## config.mk

```make
export PLATFORM = sky130hd
export DESIGN_NAME = multi_switch_debounce_hold_timer_core
export DESIGN_NICKNAME = d
export VERILOG_FILES = /design/src/msdh_pkg.sv /design/src/multi_switch_debounce_hold_timer_core.sv /design/src/msdh_lane.sv /design/src/msdh_merge.sv
export SDC_FILE = /design/constraint.sdc
export NUM_CORES = 1
export LEC_CHECK = 0
export BUFFER_PORTS_ARGS = -buffer_cell sky130_fd_sc_hd__buf_4
export CORE_UTILIZATION = 40
export CTS_BUF_LIST = sky130_fd_sc_hd__clkbuf_8
export DETAILED_ROUTE_END_ITERATION = 6
export GPL_TIMING_DRIVEN = 0
export PLACE_DENSITY = 0.6
export SETUP_SLACK_MARGIN = 0.15
export SLEW_MARGIN = 10
export SYNTH_ARGS = -nofsm -noshare
export SYNTH_HDL_FRONTEND = slang
export SYNTH_SLANG_ARGS = --single-unit
```

## constraint.sdc

```tcl
create_clock -name clk_i -period 7.3 [get_ports clk_i]
set_input_delay 1.095 -clock clk_i [delete_from_list [all_inputs] [get_ports clk_i]]
set_output_delay 1.095 -clock clk_i [all_outputs]
set_load 0.02 [all_outputs]
```

## src/msdh_pkg.sv

```systemverilog
// ----------------------------------------------------------------------------
// msdh_pkg
// Shared types, codes and defaults of the multi-switch debounce hold timer.
// ----------------------------------------------------------------------------
package msdh_pkg;

  // default lane count
  localparam int NUM_SWITCHES_DEF = 3;

  // fixed field widths
  localparam int PIN_W      = 3;
  localparam int SEL_W      = 2;
  localparam int STATE_W    = 2;
  localparam int COUNT_W    = 6;
  localparam int TICK_W     = 8;
  localparam int CFG_IDX_W  = 2;
  localparam int CFG_DATA_W = 8;
  localparam int STATES_W   = 6;
  localparam int HOLDS_W    = 18;

  // lanes that fit into the packed outputs
  localparam int PACK_LANES = STATES_W / STATE_W;

  // item opcodes
  localparam logic OP_TICK  = 1'b0;
  localparam logic OP_FORCE = 1'b1;

  // switch states
  localparam logic [STATE_W-1:0] ST_RELEASED    = 2'd0;
  localparam logic [STATE_W-1:0] ST_PREPRESSED  = 2'd1;
  localparam logic [STATE_W-1:0] ST_PRESSED     = 2'd2;
  localparam logic [STATE_W-1:0] ST_PRERELEASED = 2'd3;

  // pin levels, active low
  localparam logic LEVEL_PRESSED  = 1'b0;
  localparam logic LEVEL_RELEASED = 1'b1;

  // register indexes
  localparam logic [CFG_IDX_W-1:0] CFG_TICKS_PER_SAMPLE   = 2'd0;
  localparam logic [CFG_IDX_W-1:0] CFG_SAMPLES_PER_SECOND = 2'd1;
  localparam logic [CFG_IDX_W-1:0] CFG_MAX_HOLD_SECONDS   = 2'd2;

  // register reset values
  localparam logic [TICK_W-1:0]  TICKS_PER_SAMPLE_RST   = 8'd4;
  localparam logic [COUNT_W-1:0] SAMPLES_PER_SECOND_RST = 6'd50;
  localparam logic [COUNT_W-1:0] MAX_HOLD_SECONDS_RST   = 6'd60;

  // timing settings seen by every lane
  typedef struct packed {
    logic [COUNT_W-1:0] samples_per_second;
    logic [COUNT_W-1:0] max_hold_seconds;
  } lane_cfg_t;

  // per-lane control for one item
  typedef struct packed {
    logic               sample;
    logic               level;
    logic               force_en;
    logic [STATE_W-1:0] force_state;
  } lane_ctrl_t;

endpackage

```

## src/multi_switch_debounce_hold_timer_core.sv

```systemverilog
// ----------------------------------------------------------------------------
// multi_switch_debounce_hold_timer_core
// Three-switch debouncer with per-switch hold timers, one lane per switch.
// ----------------------------------------------------------------------------
// Result: an accepted item's result item is registered and shown on the output in the next cycle.
// Throughput: 1 item per cycle; all lanes update in parallel and a new item
//   enters in the cycle the previous result leaves. A stalled result stalls
//   the input until it is taken.
// Reset: asynchronous, active low; clears the divider, all lanes and the
//   output valid, and loads the register defaults. No clearing pass.
module multi_switch_debounce_hold_timer_core #(
  parameter int NumSwitches = msdh_pkg::NUM_SWITCHES_DEF
) (
  input  logic                               clk_i,
  input  logic                               rst_ni,
  // configuration
  input  logic                               cfg_valid_i,
  output logic                               cfg_ready_o,
  input  logic [msdh_pkg::CFG_IDX_W-1:0]     cfg_index_i,
  input  logic [msdh_pkg::CFG_DATA_W-1:0]    cfg_data_i,
  // input items
  input  logic                               in_valid_i,
  output logic                               in_stall_o,
  input  logic                               opcode_i,
  input  logic [msdh_pkg::PIN_W-1:0]         pin_levels_i,
  input  logic [msdh_pkg::SEL_W-1:0]         switch_select_i,
  input  logic [msdh_pkg::STATE_W-1:0]       new_state_i,
  // result items
  output logic                               out_valid_o,
  input  logic                               out_stall_i,
  output logic                               sampled_o,
  output logic [msdh_pkg::STATES_W-1:0]      states_packed_o,
  output logic [msdh_pkg::HOLDS_W-1:0]       hold_seconds_packed_o
);

  logic [msdh_pkg::TICK_W-1:0]  ticks_per_sample_q;
  logic [msdh_pkg::COUNT_W-1:0] samples_per_second_q;
  logic [msdh_pkg::COUNT_W-1:0] max_hold_seconds_q;
  logic [msdh_pkg::TICK_W-1:0]  tick_div_q, tick_div_d;
  logic [msdh_pkg::TICK_W:0]    tick_inc;
  logic                         accept;
  logic                         is_tick;
  logic                         take_sample;
  msdh_pkg::lane_cfg_t          lane_cfg;

  logic [NumSwitches-1:0][msdh_pkg::STATE_W-1:0] lane_state;
  logic [NumSwitches-1:0][msdh_pkg::COUNT_W-1:0] lane_hold;

  // handshake
  assign cfg_ready_o = 1'b1;
  assign in_stall_o  = out_valid_o && out_stall_i;
  assign accept      = in_valid_i && !in_stall_o;
  assign is_tick     = (opcode_i == msdh_pkg::OP_TICK);

  // configuration registers
  always_ff @(posedge clk_i or negedge rst_ni) begin
    if (!rst_ni) begin
      ticks_per_sample_q   <= msdh_pkg::TICKS_PER_SAMPLE_RST;
      samples_per_second_q <= msdh_pkg::SAMPLES_PER_SECOND_RST;
      max_hold_seconds_q   <= msdh_pkg::MAX_HOLD_SECONDS_RST;
    end else if (cfg_valid_i && cfg_ready_o) begin
      unique case (cfg_index_i)
        msdh_pkg::CFG_TICKS_PER_SAMPLE: begin
          ticks_per_sample_q <= cfg_data_i;
        end
        msdh_pkg::CFG_SAMPLES_PER_SECOND: begin
          samples_per_second_q <= cfg_data_i[msdh_pkg::COUNT_W-1:0];
        end
        msdh_pkg::CFG_MAX_HOLD_SECONDS: begin
          max_hold_seconds_q <= cfg_data_i[msdh_pkg::COUNT_W-1:0];
        end
        default: begin
          ticks_per_sample_q <= ticks_per_sample_q;
        end
      endcase
    end
  end

  assign lane_cfg.samples_per_second = samples_per_second_q;
  assign lane_cfg.max_hold_seconds   = max_hold_seconds_q;

  // tick divider
  always_comb begin
    tick_inc    = {1'b0, tick_div_q} + {{msdh_pkg::TICK_W{1'b0}}, 1'b1};
    take_sample = 1'b0;
    tick_div_d  = tick_div_q;
    if (accept && is_tick) begin
      if (tick_inc >= {1'b0, ticks_per_sample_q}) begin
        take_sample = 1'b1;
        tick_div_d  = '0;
      end else begin
        tick_div_d  = tick_inc[msdh_pkg::TICK_W-1:0];
      end
    end
  end

  always_ff @(posedge clk_i or negedge rst_ni) begin
    if (!rst_ni) begin
      tick_div_q <= '0;
    end else begin
      tick_div_q <= tick_div_d;
    end
  end

  // switch lanes
  for (genvar g = 0; g < NumSwitches; g++) begin : g_lane
    msdh_pkg::lane_ctrl_t ctrl;

    if (g < msdh_pkg::PIN_W) begin : g_pin
      assign ctrl.level = pin_levels_i[g];
    end else begin : g_no_pin
      assign ctrl.level = msdh_pkg::LEVEL_RELEASED;
    end

    assign ctrl.sample      = take_sample;
    assign ctrl.force_en    = accept && !is_tick && (int'(switch_select_i) == g);
    assign ctrl.force_state = new_state_i;

    msdh_lane u_lane (
      .clk_i     (clk_i),
      .rst_ni    (rst_ni),
      .ctrl_i    (ctrl),
      .cfg_i     (lane_cfg),
      .state_d_o (lane_state[g]),
      .hold_d_o  (lane_hold[g])
    );
  end

  // result packing and output register
  msdh_merge #(
    .NumSwitches (NumSwitches)
  ) u_merge (
    .clk_i        (clk_i),
    .rst_ni       (rst_ni),
    .accept_i     (accept),
    .sampled_i    (take_sample),
    .lane_state_i (lane_state),
    .lane_hold_i  (lane_hold),
    .out_stall_i  (out_stall_i),
    .out_valid_o  (out_valid_o),
    .sampled_o    (sampled_o),
    .states_o     (states_packed_o),
    .holds_o      (hold_seconds_packed_o)
  );

  // every accepted item shows up as a result in the next cycle
  assert property (@(posedge clk_i) disable iff (!rst_ni)
    accept |=> out_valid_o)
    else $error("accepted item produced no result");

  // force items never report a sample
  assert property (@(posedge clk_i) disable iff (!rst_ni)
    (accept && !is_tick) |=> !sampled_o)
    else $error("force item reported a sample");

  // a sample restarts the divider
  assert property (@(posedge clk_i) disable iff (!rst_ni)
    take_sample |=> (tick_div_q == '0))
    else $error("divider not restarted after sample");

endmodule

```

## src/msdh_lane.sv

```systemverilog
// ----------------------------------------------------------------------------
// msdh_lane
// One switch: previous sample, four-state debounce machine and hold counters.
// ----------------------------------------------------------------------------
module msdh_lane (
  input  logic                                clk_i,
  input  logic                                rst_ni,
  input  msdh_pkg::lane_ctrl_t                ctrl_i,
  input  msdh_pkg::lane_cfg_t                 cfg_i,
  output logic [msdh_pkg::STATE_W-1:0]        state_d_o,
  output logic [msdh_pkg::COUNT_W-1:0]        hold_d_o
);

  logic                          prev_q, prev_d;
  logic [msdh_pkg::STATE_W-1:0]  state_q, state_d;
  logic [msdh_pkg::COUNT_W-1:0]  sub_q, sub_d;
  logic [msdh_pkg::COUNT_W-1:0]  hold_q, hold_d;
  logic [msdh_pkg::COUNT_W:0]    sub_inc;

  // next state of the debounce machine
  always_comb begin
    prev_d  = prev_q;
    state_d = state_q;
    sub_d   = sub_q;
    hold_d  = hold_q;
    sub_inc = {1'b0, sub_q} + {{msdh_pkg::COUNT_W{1'b0}}, 1'b1};
    if (ctrl_i.force_en) begin
      state_d = ctrl_i.force_state;
    end else if (ctrl_i.sample) begin
      prev_d = ctrl_i.level;
      unique case (state_q)
        msdh_pkg::ST_RELEASED: begin
          if (prev_q == msdh_pkg::LEVEL_PRESSED &&
              ctrl_i.level == msdh_pkg::LEVEL_PRESSED) begin
            state_d = msdh_pkg::ST_PREPRESSED;
          end
        end
        msdh_pkg::ST_PREPRESSED: begin
          if (ctrl_i.level == msdh_pkg::LEVEL_PRESSED) begin
            state_d = msdh_pkg::ST_PRESSED;
          end
        end
        msdh_pkg::ST_PRESSED: begin
          if (ctrl_i.level == msdh_pkg::LEVEL_PRESSED) begin
            // sub-second wrap raises the saturating seconds count
            if (sub_inc >= {1'b0, cfg_i.samples_per_second}) begin
              sub_d = '0;
              if (hold_q < cfg_i.max_hold_seconds) begin
                hold_d = hold_q + {{(msdh_pkg::COUNT_W-1){1'b0}}, 1'b1};
              end
            end else begin
              sub_d = sub_inc[msdh_pkg::COUNT_W-1:0];
            end
          end else if (prev_q == msdh_pkg::LEVEL_RELEASED) begin
            state_d = msdh_pkg::ST_PRERELEASED;
            sub_d   = '0;
            hold_d  = '0;
          end
        end
        msdh_pkg::ST_PRERELEASED: begin
          if (ctrl_i.level == msdh_pkg::LEVEL_RELEASED) begin
            state_d = msdh_pkg::ST_RELEASED;
          end
        end
        default: begin
          state_d = state_q;
        end
      endcase
    end
  end

  // lane registers
  always_ff @(posedge clk_i or negedge rst_ni) begin
    if (!rst_ni) begin
      prev_q  <= msdh_pkg::LEVEL_RELEASED;
      state_q <= msdh_pkg::ST_RELEASED;
      sub_q   <= '0;
      hold_q  <= '0;
    end else begin
      prev_q  <= prev_d;
      state_q <= state_d;
      sub_q   <= sub_d;
      hold_q  <= hold_d;
    end
  end

  assign state_d_o = state_d;
  assign hold_d_o  = hold_d;

endmodule

```

## src/msdh_merge.sv

```systemverilog
// ----------------------------------------------------------------------------
// msdh_merge
// Packs the lane states and hold counts into one result item register.
// ----------------------------------------------------------------------------
module msdh_merge #(
  parameter int NumSwitches = msdh_pkg::NUM_SWITCHES_DEF
) (
  input  logic                                         clk_i,
  input  logic                                         rst_ni,
  input  logic                                         accept_i,
  input  logic                                         sampled_i,
  input  logic [NumSwitches-1:0][msdh_pkg::STATE_W-1:0] lane_state_i,
  input  logic [NumSwitches-1:0][msdh_pkg::COUNT_W-1:0] lane_hold_i,
  input  logic                                         out_stall_i,
  output logic                                         out_valid_o,
  output logic                                         sampled_o,
  output logic [msdh_pkg::STATES_W-1:0]                states_o,
  output logic [msdh_pkg::HOLDS_W-1:0]                 holds_o
);

  localparam int PackLanes = (NumSwitches < msdh_pkg::PACK_LANES) ?
                             NumSwitches : msdh_pkg::PACK_LANES;

  logic                          valid_q, valid_d;
  logic                          sampled_q;
  logic [msdh_pkg::STATES_W-1:0] states_q, states_d;
  logic [msdh_pkg::HOLDS_W-1:0]  holds_q, holds_d;

  // pack lanes that have room, others drop out
  always_comb begin
    states_d = '0;
    holds_d  = '0;
    for (int i = 0; i < PackLanes; i++) begin
      states_d[msdh_pkg::STATE_W*i +: msdh_pkg::STATE_W] = lane_state_i[i];
      holds_d[msdh_pkg::COUNT_W*i +: msdh_pkg::COUNT_W]  = lane_hold_i[i];
    end
  end

  // output valid: set on a new item, held while stalled
  always_comb begin
    if (accept_i) begin
      valid_d = 1'b1;
    end else if (out_stall_i) begin
      valid_d = valid_q;
    end else begin
      valid_d = 1'b0;
    end
  end

  always_ff @(posedge clk_i or negedge rst_ni) begin
    if (!rst_ni) begin
      valid_q <= 1'b0;
    end else begin
      valid_q <= valid_d;
    end
  end

  // result payload
  always_ff @(posedge clk_i) begin
    if (accept_i) begin
      sampled_q <= sampled_i;
      states_q  <= states_d;
      holds_q   <= holds_d;
    end
  end

  assign out_valid_o = valid_q;
  assign sampled_o   = sampled_q;
  assign states_o    = states_q;
  assign holds_o     = holds_q;

endmodule
```

==> results.toml <==
[run_status]
status = "complete, no violations"

[timing]
fmax_mhz = 286
hold_viol = 0
maxSlewHeadroom_pct = 24.8
slew_viol_final = 0
setup_slack_ns = 3.80
skew_ns = 0.0130
tns_ns = 0
period_minus_slack_ns = 3.50
period_share_pct = 47.9
worst_slew_pin_slew_ns = 1.13
rsz0062_at_grt = "false"
setup_violations = 0

[power]
leakage_nw = 2.89
p_sw_w = 0.000574
power_density_mw_per_mm2 = 257
comb_power_share_pct = 31.1
power_w = 0.00163
p_clk_share_pct = 22.1
irDropWorstVdd_mv = 0.128
p_int_w = 0.00106
p_sw_share_pct = 35.2
p_seq_share_pct = 46.8

[yosys]
synth_ff_type = "dfrtp_1"
synth_common_cells = "dfrtp_1, nand2_1, ha_1"
syn_avg_cell_area_um2 = 10.3
ys_warn_count = 0
synth_area_mm2 = 0.00556
synthArstFlopShare_pct = 74.7
synth_top_cell_by_area = "dfrtp_1"
ys_seq_elements = 99
synth_edf_count = 25
ys_types = 67
syn-num-nets = 608
synth_area_leaders = "dfrtp_1, edfxtp_1, ha_1"
synth.top_cell.area_share_pct = 28.4
synth_seq_area_share_pct = 47.1
synth_cells = 537

[routing]
ant_nets = 0
drtIter0Drc = 306
wl_met1_mm = 5.86
wl_per_cell_um = 16.8
met3_length_um = 508
vias_per_cell = 5.66
routed-wl-met2_mm = 6.44
routed_wl_mm = 13.1
highest_layer = "met4"
drc_errors = 0
vias = 4401
first_pass_iters = 5

[clock_tree]
holdBufCountCts = 0
clockBufferDepth = 2
cts_max_level = 3
postCtsSetupBuffers = 0
clk_pin_slew_ns = 0.08
insertion_delay_ns = 0.39
cts_resized = 0
cts_root_buf = "clkbuf_8"
cts_buffers = 9
clock-sinks = 99
cts_tree = "built"

[cells_and_area]
layout-drive-gt1-share_pct = 17.8
fill_cells = 1259
final_area_mm2 = 0.00634
final_util_pct = 47.3
syn2layout_area_growth_pct = 14.1
finalNetCount = 668
diodes = 0

[placed_design]
port_buffers = 49
dp_hpwl_mm = 9.56
dpl_cell_area_mm2 = 0.00615
place_congestion = 0.832
pre_cts_ws_ns = 3.84

[die]
die_area_mm2 = 0.0144
io_pins = 51
fp.dieH_um = 120
initial_core_util_pct = 41.5
coreArea_mm2 = 0.0134
fp-row-count = 42
die_width_um = 120

[setup_path]
crit_buf_inv = 2
max_stage_delay_ns = 0.47
path_common_cell = "ha_1"
worstPathArrival_ns = 3.62
cp-end-kind = "flip-flop"
required_ns = 7.42
startpoint_type = "flip-flop"
cp_max_fo = 10
cp_cell_sequence = "ha_1, nand3_2, nor2_1, xor2_1, ha_1, a21oi_1, o21ai_1, a221oi_2, buf_2, nor2_2, buf_4, o311ai_1"
critPathSlowestCell = "o311ai_1"
critPathKind = "reg -> reg"
crit_family = "compound AO/OA/AOI/OAI gates"

[global_route]
grt_pass1_wl_mm = 21.4
grt_pass1_vias = 4333
gr-usage-all-layers_pct = 19.5
grt_max_degree = 75
overflow = 0
antenna_found_initial = 0

[job]
max_cap_violations = 0

[hold_path]
hold_path_class = "reg -> reg"
layout by cell type (no fill, tap or decap), types with 12 or more instances in the layout:
cell type	count
nand2_1	63
o21ai_0	22
dfrtp_1	63
a21oi_1	18
mux2_2	15
ha_1	48
and3_1	12
buf_4	51
inv_1	36
nor3_1	12
edfxtp_1	25
o21ai_1	15
a31oi_1	16
nand3_1	26
nor2_1	20
metal layers:
layer  up-vias  track usage (%)
li1       2101                -
met1      2161             24.1
met2       116             33.1
met3        23             4.04
met4         0             7.73
met5         -                0
kinds of logic (layout without fill, tap and decap cells):
group	Yosys count	after routing	synth area share, %
XOR/XNOR	13	13	2.05
other	1	1	0.0675
AND/OR/NAND/NOR	182	182	16.9
multiplexers	19	19	3.80
adder cells (fa/ha/maj)	48	48	10.8
buffers and inverters	45	110	3.40
AO/OA/AOI/OAI	130	130	15.9
flip-flops	99	99	47.1
final timing paths:
path                                                          to                           startpoint  slack (ns)  depth (start not counted)
setup / recovery                   u_merge.states_o[0]$_DFFE_PP_            tick_div_q[0]$_DFFE_PN0P_        3.80                         12
min in group asynchronous  g_lane[0].u_lane.sub_q[4]$_DFFE_PN0P_                               rst_ni        0.86                          1
max in group asynchronous   g_lane[2].u_lane.hold_q[3]$_DFF_PN0_                               rst_ni        5.82                          1
hold reg to reg              samples_per_second_q[3]$_DFFE_PN0P_  samples_per_second_q[3]$_DFFE_PN0P_        0.51                          1
hold / removal               samples_per_second_q[3]$_DFFE_PN0P_  samples_per_second_q[3]$_DFFE_PN0P_        0.51                          1
setup reg to reg                   u_merge.states_o[0]$_DFFE_PP_            tick_div_q[0]$_DFFE_PN0P_        3.80                         12
layout make-up:
type	count	area (µm²)	share of cell area, %
buffer	12	65.1	1.03
clock buffer	11	151	2.39
clock inverter	5	46.3	0.730
inverter	33	124	1.95
multi-input combinational	393	2750	43.4
sequential	99	2620	41.2
tap	176	220	3.47
timing repair buffer	49	368	5.80
power groups by stage:
stage | clock (W) | sequential, W | combinational, W
global route | 0.000391 | 0.000779 | 0.000571
detailed placement | 0 | 0.000775 | 0.000505
global placement | 0 | 0.000770 | 0.000488
finish | 0.000361 | 0.000765 | 0.000508
CTS | 0.000372 | 0.000764 | 0.000511
floorplan | 0 | 0.000767 | 0.000346
registers in the layout, summed over array words and instances, names as in the netlist:
name	flops
u_merge.out_valid_o	1
g_lane.u_lane.hold_q	18
ticks_per_sample_q	8
g_lane.u_lane.state_q	6
g_lane.u_lane.prev_q	3
g_lane.u_lane.sub_q	18
u_merge.states_o	6
u_merge.holds_o	18
tick_div_q	8
max_hold_seconds_q	6
u_merge.sampled_o	1
samples_per_second_q	6
through the flow:
stage | cells | hold slack [ns]
floorplan | 537 | 0.469
global placement | 762 | 0.494
detailed placement | 762 | 0.503
CTS | 778 | 0.523
global route | 778 | 0.552
finish | 778 | 0.513
(Power assumes the default switching activity.)
